===== src/sv/sbdd_pkg.sv =====
// shared types, constants and sequencer codes for the scan beam density decimator
`timescale 1ns / 1ps

package sbdd_pkg;

	// block configuration
	localparam int MAX_BEAMS    = 4096;
	localparam int RANGE_WIDTH  = 16;
	localparam int COUNT_HW_MAX = 8191;

	// field widths
	localparam int RANGE_W = 16;
	localparam int TRIG_W  = 16;
	localparam int COUNT_W = 13;
	localparam int SPACE_W = 16;

	// datapath widths
	localparam int COORD_W = 18;
	localparam int OP_W    = COORD_W + 1;
	localparam int PROD_W  = 2 * OP_W;
	localparam int ACC_W   = 36;
	localparam int FRAC    = 15;

	// rounding offset for the q1.15 product, half a millimetre
	localparam logic [PROD_W-1:0] ROUND_HALF = PROD_W'(1) << (FRAC - 1);

	// usable range bits and the suppression marker
	localparam logic [RANGE_W-1:0] RANGE_MASK =
		RANGE_W'((64'd1 << RANGE_WIDTH) - 64'd1);
	localparam logic [RANGE_W-1:0] RANGE_MARK = RANGE_MASK;

	// kept count saturation point
	localparam int COUNT_LIMIT_I = (MAX_BEAMS > COUNT_HW_MAX) ? COUNT_HW_MAX : MAX_BEAMS;
	localparam logic [COUNT_W-1:0] COUNT_LIMIT = COUNT_W'(COUNT_LIMIT_I);

	// sequencer states
	typedef enum logic [2:0] {
		ST_IDLE,
		ST_MUL_X,
		ST_MUL_Y,
		ST_SQ_X,
		ST_SQ_Y,
		ST_SQ_S,
		ST_DECIDE
	} state_t;

	// multiplier operand selection
	typedef enum logic [2:0] {
		OPS_X,
		OPS_Y,
		OPS_DX,
		OPS_DY,
		OPS_S
	} op_sel_t;

	// sequencer to datapath controls
	typedef struct packed {
		logic    ready;
		op_sel_t sel;
		logic    cap_x;
		logic    cap_y;
		logic    acc_init;
		logic    acc_add;
		logic    decide;
	} ctrl_t;

endpackage


===== src/sv/sbdd_mul.sv =====
// shared signed multiplier with registered product
`timescale 1ns / 1ps

module sbdd_mul (
	input  logic                                clk,
	input  logic signed [sbdd_pkg::OP_W-1:0]    a_in,
	input  logic signed [sbdd_pkg::OP_W-1:0]    b_in,
	output logic signed [sbdd_pkg::PROD_W-1:0]  prod_q
);

	// one product per cycle, result available next cycle
	always_ff @(posedge clk) begin
		prod_q <= a_in * b_in;
	end

endmodule


===== src/sv/sbdd_seq.sv =====
// sequencer stepping one beam through the shared multiplier
`timescale 1ns / 1ps

module sbdd_seq (
	input  logic            clk,
	input  logic            arst_n,
	input  logic            in_valid,
	input  logic            out_free,
	output sbdd_pkg::ctrl_t ctrl
);

	sbdd_pkg::state_t state_q;
	sbdd_pkg::state_t state_next;

	// state register
	always_ff @(posedge clk or negedge arst_n) begin
		if (!arst_n) begin
			state_q <= sbdd_pkg::ST_IDLE;
		end else begin
			state_q <= state_next;
		end
	end

	// next state
	always_comb begin
		state_next = state_q;
		case (state_q)
			sbdd_pkg::ST_IDLE: begin
				if (in_valid) begin
					state_next = sbdd_pkg::ST_MUL_X;
				end
			end
			sbdd_pkg::ST_MUL_X:  state_next = sbdd_pkg::ST_MUL_Y;
			sbdd_pkg::ST_MUL_Y:  state_next = sbdd_pkg::ST_SQ_X;
			sbdd_pkg::ST_SQ_X:   state_next = sbdd_pkg::ST_SQ_Y;
			sbdd_pkg::ST_SQ_Y:   state_next = sbdd_pkg::ST_SQ_S;
			sbdd_pkg::ST_SQ_S:   state_next = sbdd_pkg::ST_DECIDE;
			sbdd_pkg::ST_DECIDE: begin
				if (out_free) begin
					state_next = sbdd_pkg::ST_IDLE;
				end
			end
			default: state_next = sbdd_pkg::ST_IDLE;
		endcase
	end

	// datapath controls
	always_comb begin
		ctrl          = '0;
		ctrl.sel      = sbdd_pkg::OPS_S;
		case (state_q)
			sbdd_pkg::ST_IDLE: begin
				ctrl.ready = 1'b1;
				ctrl.sel   = sbdd_pkg::OPS_X;
			end
			sbdd_pkg::ST_MUL_X: begin
				ctrl.sel = sbdd_pkg::OPS_X;
			end
			sbdd_pkg::ST_MUL_Y: begin
				ctrl.sel   = sbdd_pkg::OPS_Y;
				ctrl.cap_x = 1'b1;
			end
			sbdd_pkg::ST_SQ_X: begin
				ctrl.sel   = sbdd_pkg::OPS_DX;
				ctrl.cap_y = 1'b1;
			end
			sbdd_pkg::ST_SQ_Y: begin
				ctrl.sel      = sbdd_pkg::OPS_DY;
				ctrl.acc_init = 1'b1;
			end
			sbdd_pkg::ST_SQ_S: begin
				ctrl.sel     = sbdd_pkg::OPS_S;
				ctrl.acc_add = 1'b1;
			end
			sbdd_pkg::ST_DECIDE: begin
				ctrl.sel    = sbdd_pkg::OPS_S;
				ctrl.decide = out_free;
			end
			default: begin
				ctrl.sel = sbdd_pkg::OPS_S;
			end
		endcase
	end

endmodule


===== src/sv/scan_beam_density_decimator.sv =====
// top level of the scan beam density decimator
`timescale 1ns / 1ps

// Each input word is one laser beam (range, cosine, sine, first-of-scan flag) and gives
// exactly one output word: the range if the beam is kept, an all-ones marker if it lies
// closer than min_spacing to the last kept point, plus a kept flag and the kept count of
// the scan. Between acceptance and the next accept, a word passes an accept state, five
// passes through the single shared 19x19 multiplier (x, y, dx squared, dy squared,
// spacing squared) and a compare state. The result sits in an output register, so a
// stalled output holds the sequencer in its compare state only when the next result is
// ready before the previous one has been taken. min_spacing must be written through
// cfg_we/cfg_wdata only while the block is idle; the block itself does not enforce this.
module scan_beam_density_decimator (
	input  logic        clk,
	input  logic        arst_n,
	// configuration
	input  logic        cfg_we,
	input  logic [15:0] cfg_wdata,   // min_spacing
	// beam input
	input  logic        s_tvalid,
	output logic        s_tready,
	input  logic [47:0] s_tdata,     // range_mm [15:0], beam_cos [31:16], beam_sin [47:32]
	input  logic [0:0]  s_tuser,     // first_of_scan [0]
	// result output
	output logic        m_tvalid,
	input  logic        m_tready,
	output logic [31:0] m_tdata,     // range_out [15:0], kept_count [28:16], zero [31:29]
	output logic [0:0]  m_tuser      // kept [0]
);

	localparam int OP_W    = sbdd_pkg::OP_W;
	localparam int PROD_W  = sbdd_pkg::PROD_W;
	localparam int COORD_W = sbdd_pkg::COORD_W;
	localparam int ACC_W   = sbdd_pkg::ACC_W;
	localparam int RANGE_W = sbdd_pkg::RANGE_W;
	localparam int TRIG_W  = sbdd_pkg::TRIG_W;
	localparam int COUNT_W = sbdd_pkg::COUNT_W;
	localparam int SPACE_W = sbdd_pkg::SPACE_W;

	sbdd_pkg::ctrl_t ctrl;

	logic [SPACE_W-1:0]        spacing_q;
	logic [RANGE_W-1:0]        range_q;
	logic signed [TRIG_W-1:0]  cos_q;
	logic signed [TRIG_W-1:0]  sin_q;
	logic signed [COORD_W-1:0] x_q;
	logic signed [COORD_W-1:0] y_q;
	logic signed [COORD_W-1:0] ref_x_q;
	logic signed [COORD_W-1:0] ref_y_q;
	logic [COUNT_W-1:0]        count_q;
	logic [ACC_W-1:0]          acc_q;

	logic                      out_valid_q;
	logic [RANGE_W-1:0]        out_range_q;
	logic                      out_kept_q;
	logic [COUNT_W-1:0]        out_count_q;

	logic                      out_free;
	logic                      in_fire;
	logic signed [OP_W-1:0]    op_a;
	logic signed [OP_W-1:0]    op_b;
	logic signed [OP_W-1:0]    dx;
	logic signed [OP_W-1:0]    dy;
	logic signed [PROD_W-1:0]  prod_q;
	logic [PROD_W-1:0]         round_sum;
	logic [ACC_W-1:0]          prod_low;
	logic                      keep;
	logic [COUNT_W-1:0]        count_next;

	assign out_free = !out_valid_q || m_tready;
	assign s_tready = ctrl.ready;
	assign in_fire  = s_tvalid && ctrl.ready;

	sbdd_seq u_seq (
		.clk      (clk),
		.arst_n   (arst_n),
		.in_valid (s_tvalid),
		.out_free (out_free),
		.ctrl     (ctrl)
	);

	// configuration register
	always_ff @(posedge clk or negedge arst_n) begin
		if (!arst_n) begin
			spacing_q <= '0;
		end else if (cfg_we) begin
			spacing_q <= cfg_wdata;
		end
	end

	// captured beam
	always_ff @(posedge clk) begin
		if (in_fire) begin
			range_q <= s_tdata[RANGE_W-1:0] & sbdd_pkg::RANGE_MASK;
			cos_q   <= s_tdata[RANGE_W +: TRIG_W];
			sin_q   <= s_tdata[RANGE_W + TRIG_W +: TRIG_W];
		end
	end

	// offsets from the reference point
	assign dx = OP_W'(x_q) - OP_W'(ref_x_q);
	assign dy = OP_W'(y_q) - OP_W'(ref_y_q);

	// operand selection for the shared multiplier
	always_comb begin
		case (ctrl.sel)
			sbdd_pkg::OPS_X: begin
				op_a = signed'(OP_W'(range_q));
				op_b = OP_W'(cos_q);
			end
			sbdd_pkg::OPS_Y: begin
				op_a = signed'(OP_W'(range_q));
				op_b = OP_W'(sin_q);
			end
			sbdd_pkg::OPS_DX: begin
				op_a = dx;
				op_b = dx;
			end
			sbdd_pkg::OPS_DY: begin
				op_a = dy;
				op_b = dy;
			end
			sbdd_pkg::OPS_S: begin
				op_a = signed'(OP_W'(spacing_q));
				op_b = signed'(OP_W'(spacing_q));
			end
			default: begin
				op_a = '0;
				op_b = '0;
			end
		endcase
	end

	sbdd_mul u_mul (
		.clk    (clk),
		.a_in   (op_a),
		.b_in   (op_b),
		.prod_q (prod_q)
	);

	// round the q1.15 product to the nearest millimetre, halves up
	assign round_sum = unsigned'(prod_q) + sbdd_pkg::ROUND_HALF;
	assign prod_low  = prod_q[ACC_W-1:0];

	// planar point and squared distance
	always_ff @(posedge clk) begin
		if (ctrl.cap_x) begin
			x_q <= round_sum[sbdd_pkg::FRAC +: COORD_W];
		end
		if (ctrl.cap_y) begin
			y_q <= round_sum[sbdd_pkg::FRAC +: COORD_W];
		end
		if (ctrl.acc_init) begin
			acc_q <= prod_low;
		end else if (ctrl.acc_add) begin
			acc_q <= acc_q + prod_low;
		end
	end

	// spacing test, product holds the squared spacing here
	assign keep       = !(acc_q < prod_low);
	assign count_next = (count_q < sbdd_pkg::COUNT_LIMIT) ? count_q + COUNT_W'(1) : count_q;

	// reference point and kept count
	always_ff @(posedge clk or negedge arst_n) begin
		if (!arst_n) begin
			ref_x_q <= '0;
			ref_y_q <= '0;
			count_q <= '0;
		end else if (in_fire && s_tuser[0]) begin
			ref_x_q <= '0;
			ref_y_q <= '0;
			count_q <= '0;
		end else if (ctrl.decide && keep) begin
			ref_x_q <= x_q;
			ref_y_q <= y_q;
			count_q <= count_next;
		end
	end

	// output word valid
	always_ff @(posedge clk or negedge arst_n) begin
		if (!arst_n) begin
			out_valid_q <= 1'b0;
		end else if (ctrl.decide) begin
			out_valid_q <= 1'b1;
		end else if (m_tready) begin
			out_valid_q <= 1'b0;
		end
	end

	// output word payload
	always_ff @(posedge clk) begin
		if (ctrl.decide) begin
			out_kept_q  <= keep;
			out_range_q <= keep ? range_q : sbdd_pkg::RANGE_MARK;
			out_count_q <= keep ? count_next : count_q;
		end
	end

	assign m_tvalid = out_valid_q;
	assign m_tdata  = {3'b000, out_count_q, out_range_q};
	assign m_tuser  = out_kept_q;

endmodule

===== config.mk =====
export PLATFORM = sky130hd
export DESIGN_NAME = scan_beam_density_decimator
export DESIGN_NICKNAME = d
export VERILOG_FILES = /design/src/sv/sbdd_pkg.sv /design/src/sv/sbdd_mul.sv /design/src/sv/sbdd_seq.sv /design/src/sv/scan_beam_density_decimator.sv
export SDC_FILE = /design/constraint.sdc
export NUM_CORES = 2
export LEC_CHECK = 0
export BUFFER_PORTS_ARGS = -buffer_cell sky130_fd_sc_hd__buf_2
export CORE_ASPECT_RATIO = 1.75
export CORE_MARGIN = 2
export CORE_UTILIZATION = 35
export CTS_CLUSTER_DIAMETER = 30
export DETAILED_ROUTE_END_ITERATION = 8
export PLACE_DENSITY = 0.52
export SETUP_SLACK_MARGIN = 0.5
export SLEW_MARGIN = 20
export SYNTH_ARGS = -nofsm -noshare
export SYNTH_HDL_FRONTEND = slang
export SYNTH_HIERARCHICAL = 1
export SYNTH_SLANG_ARGS = --single-unit

===== constraint.sdc =====
create_clock -name clk -period 8.1 [get_ports clk]
set_clock_uncertainty 0.05 [all_clocks]
set_input_delay 1.215 -clock clk [delete_from_list [all_inputs] [get_ports clk]]
set_output_delay 1.215 -clock clk [all_outputs]
set_load 0.005 [all_outputs]

Yosys cells after proc, flatten, opt, wreduce, memory -nomap -nowiden
Cells that the tools add are included.
- bits in registers: 255
- bits of input ports: 70
- logic and storage cells: 74
- add/subtract/negate cells: 5
- $mul: 1
- order comparisons: 2
- eq/ne operators: 12
- mux-type cells: 24
- reduce and logical (&&, ||, !) cells: 14
- operators with widths (operator ; number):
    19-bit one-hot mux with 5 select lines ; 1
    19-bit one-hot mux with 4 select lines ; 1
    18-bit two-way mux ; 4
    36-bit two-way mux ; 2
    13-bit two-way mux ; 4
    18-bit by 18-bit subtractor with 19-bit output ; 2
    36-bit adder ; 1
    36-bit less-than comparator ; 1
    19-bit by 19-bit multiplier with 36-bit output ; 1
    33-bit by 15-bit adder with 33-bit output, second input constant ; 1
    3-bit one-hot mux with 7 select lines ; 1
    13-bit by 1-bit adder with 13-bit output, second input constant ; 1
    13-bit less-than comparator, second input constant ; 1
    3-bit by 2-bit == test with 1-bit output, second input constant ; 4
    3-bit == test, second input constant ; 4
    3-bit one-hot mux with 4 select lines ; 1
    1-bit two-way mux ; 8
    3-bit by 1-bit == test with 1-bit output, second input constant ; 2
    3-bit zero test ; 2
    3-bit two-way mux ; 2
    2-bit nonzero test ; 3
    2-bit OR reduction ; 2
    1-bit logical AND ; 3
    1-bit zero test ; 2
    4 further kinds ; 4

Longest topological paths before layout
- word-level depth: 7
- mapped depth: 37
- mapped depth without buffers: 35

Cells and area by module
Netlist, hierarchy kept.
- by module, submodules not included (module ; instances ; cells an instance ; area an instance (um2) ; sequential area each (um2)):
    sbdd_mul ; 1 ; 1506 ; 14283.7 ; 760.7
    scan_beam_density_decimator ; 1 ; 1399 ; 13720.7 ; 6155.9
    sbdd_seq ; 1 ; 27 ; 240.2 ; 75.1

Worst setup path after synthesis
Ideal clock, no wire load.
- kind: register to register
- from: register ref_x_q[0]
- to: register, netlist name u_mul/prod_q[37]
- arrival time: 8.445 ns
- path slack: -0.522 ns
- stages on the path, launching flop included: 34
- cell sequence: dfrtp_1 ha_1 fa_1 nor2b_1 o21a_1 o21ai_0 a22o_1 o41ai_1 o31a_1 nand4_1 nand3_1 o21ai_0 clkbuf_1 clkbuf_1 nand2_1 fa_1 inv_1 fa_1 fa_1 inv_1 fa_1 inv_1 fa_1 fa_1 ha_1 ha_1 clkbuf_1 a21o_1 a21o_1 a21o_1 a21oi_1 o31ai_2 nor4_1 nor3_1
- RTL lines (element ; line ; source):
    start, declared ; scan_beam_density_decimator.sv:48 ; logic signed [COORD_W-1:0] ref_x_q;
    start signal, assigned ; scan_beam_density_decimator.sv:175 ; ref_x_q <= x_q;

Final worst setup path
- from: register ref_x_q[0]
- to: register u_mul/prod_q[31] (netlist name)
- cells in the longest elaborated chain, start to end: 3
- elaborated cells between the ends (all ways): 4
- ends and longest elaborated chain (element ; line ; source):
    18-bit by 18-bit subtractor with 19-bit output ; scan_beam_density_decimator.sv:101 ; assign dx = OP_W'(x_q) - OP_W'(ref_x_q);
    19-bit one-hot mux with 4 select lines ; scan_beam_density_decimator.sv:106 ; case (ctrl.sel)
    net op_a[14] ; scan_beam_density_decimator.sv:60 ; logic signed [OP_W-1:0] op_a;
    19-bit by 19-bit multiplier with 36-bit output ; sbdd_mul.sv:13 ; prod_q <= a_in * b_in;
    end signal, assigned ; sbdd_mul.sv:13 ;
    end, declared ; sbdd_mul.sv:8 ; output logic signed [sbdd_pkg::PROD_W-1:0] prod_q
The timed path passes the listed nets, and every way through them passes these cells.
A chain may end at the register's enable or synchronous reset.

==> flow_summary.yaml <==
global_routing:
  antenna_found_initial: 1
  grt_pass1_wl_um: 135000
  overflow: 0
  grt_max_degree: 70
  grt_pass1_vias: 24600
  grtUsageTotal_pct: 21.5
synthesis:
  synthCells: 2881
  yosysWarnings: 6
  avgSynthCellArea_um2: 9.64
  syn_area_mm2: 0.0278
timing:
  rsz0062_at_grt: "yes"
  fin_crit_sh_pct: 104
  fin_crit_ns: 8.41
  hold_viol: 0
  fmax_mhz: 119
  final_max_slew_viol_count: 0
  setup_ws_ns: -0.308
  setup_viol: 16
  slew_headroom_pct: 29.0
  worst_pin_slew_ns: 1.06
worst_setup_path:
  crit_path_max_incr_delay_ns: 0.56
  crit_required_ns: 8.55
  critical_path_class: "register to register"
  critPathArrivalTime_ns: 8.85
  critPathSlowestCell: "fa_2"
  cp_common_cell: "fa_1"
  end_kind: "register"
  critPathMaxFanout: 5
  cp-start-kind: "register"
finish:
  syn_to_final_growth_pct: 27.6
  final_cell_mix: "inv_1 (457), buf_4 (336), fa_1 (320)"
  nets: 3958
  fillCellCount: 7603
  final_common_cell: "inv_1"
  drive_gt1_share_pct: 26.1
  fin_cells: 4379
  utilization_pct: 45.1
route:
  vias: 21900
  ant_nets: 0
  drt_iter0_drc: 1062
  dr.pass1.iters: 5
  routedWlPerCell_um: 20.0
  viasPerCell: 5.00
  totalWireLength_um: 87500
  drc: 0
outcome:
  status: "finished, violations left"
  violations: "setup timing"
floorplanning:
  start_util_pct: 35.3
  dieArea_mm2: 0.0817
  die_h_um: 377
  num_rows: 136
  core_area_mm2: 0.0786
  ios: 105
  die_x_um: 217
clock_tree:
  cts_buffers: 48
  cts_tree: "built"
  clk_path_buf_depth: 3
  ctsRootBufferMaster: "clkbuf_16"
  cts_sinks: 255
  clk_latency_ns: 0.59
  path_clk_slew_ns: 0.05
  cts.htree.levels: 2
place:
  place_inst: 4235
  port_buffers: 101
  gp_congestion: 0.906
  hpwl_um: 71000
min_path:
  hp-class: "register to register"
job:
  drv_cap: 0
[worst max-delay path: cells and delay by family (launching register included)]
family,cells,cell delay [ns]
buffers and inverters,5,0.55
XOR/XNOR,1,0.14
flip-flops,1,0.38
AND/OR/NAND/NOR,6,0.88
AO/OA/AOI/OAI,11,1.92
adder cells (fa/ha/maj),10,4.37
[per-stage QoR]
stage | setup TNS [ns] | instance area, um^2 | hold WS, ns | worst slack, ns
floorplan | 0 | 28100 | 0.422 | 0.136
CTS | -0.731 | 34800 | 0.472 | -0.200
global placement | -9.28 | 32000 | 0.448 | -0.688
detailed placement | -9.87 | 32000 | 0.460 | -0.738
global route | -6.61 | 35500 | 0.485 | -0.562
finish | -2.46 | 35500 | 0.469 | -0.308
[per-layer routing]
layer  GRT usage (%)  up-vias  part of all wire, %  routed length, um
li1                -    10100                    -                  -
met1            19.5    11100                   31              27600
met2            43.7      457                   58              51000
met3            1.63      242                  2.1               1800
met4            15.5        0                  8.2               7160
met5               0        -                    0                  0
[final cells by class]
cell class / count / area (um^2) / share of cell area, %
clock buffers: 52 / 1230 / 3.46
diodes: 1 / 2.50 / 0.00706
multi-input cells: 2031 / 20000 / 56.3
flip-flops and latches: 255 / 6950 / 19.6
repair buffers: 485 / 3720 / 10.5
clock inverters: 38 / 463 / 1.31
well taps: 1035 / 1290 / 3.65
inverters: 482 / 1820 / 5.13
[sequential cells by signal (all words and copies together), names as in the netlist]
name           flops
range_q           16
acc_q             36
out_count_q       13
m_tvalid           1
m_tuser            1
u_mul/prod_q      36
y_q               18
ref_y_q           18
out_range_q       16
u_seq/state_q      3
ref_x_q           18
count_q           13
spacing_q         16
cos_q             16
sin_q             16
x_q               18
[timing repair]
item	in CTS	in global routing
cloned	1	1
hold buffers	0	0
pin swaps	134	67
endpoints found under the setup margin	25	25
setup buffers	29	22
resized for setup	187	99
[path summary, 6_finish.rpt]
path,from,endpoint,slack [ns],depth (start not counted)
worst max register to register,ref_x_q[0],u_mul/prod_q[31],-0.31,33
worst max-delay path,ref_x_q[0],u_mul/prod_q[31],-0.31,33
max in group asynchronous,arst_n,count_q[4],6.53,2
worst min register to register,ref_y_q[16],ref_y_q[16],0.47,2
min in group asynchronous,arst_n,ref_y_q[4],0.82,2
worst min-delay path,ref_y_q[16],ref_y_q[16],0.47,2
Power is not shown: default switching activity piles up to over one toggle a cycle in this logic, so the estimate is an artifact.
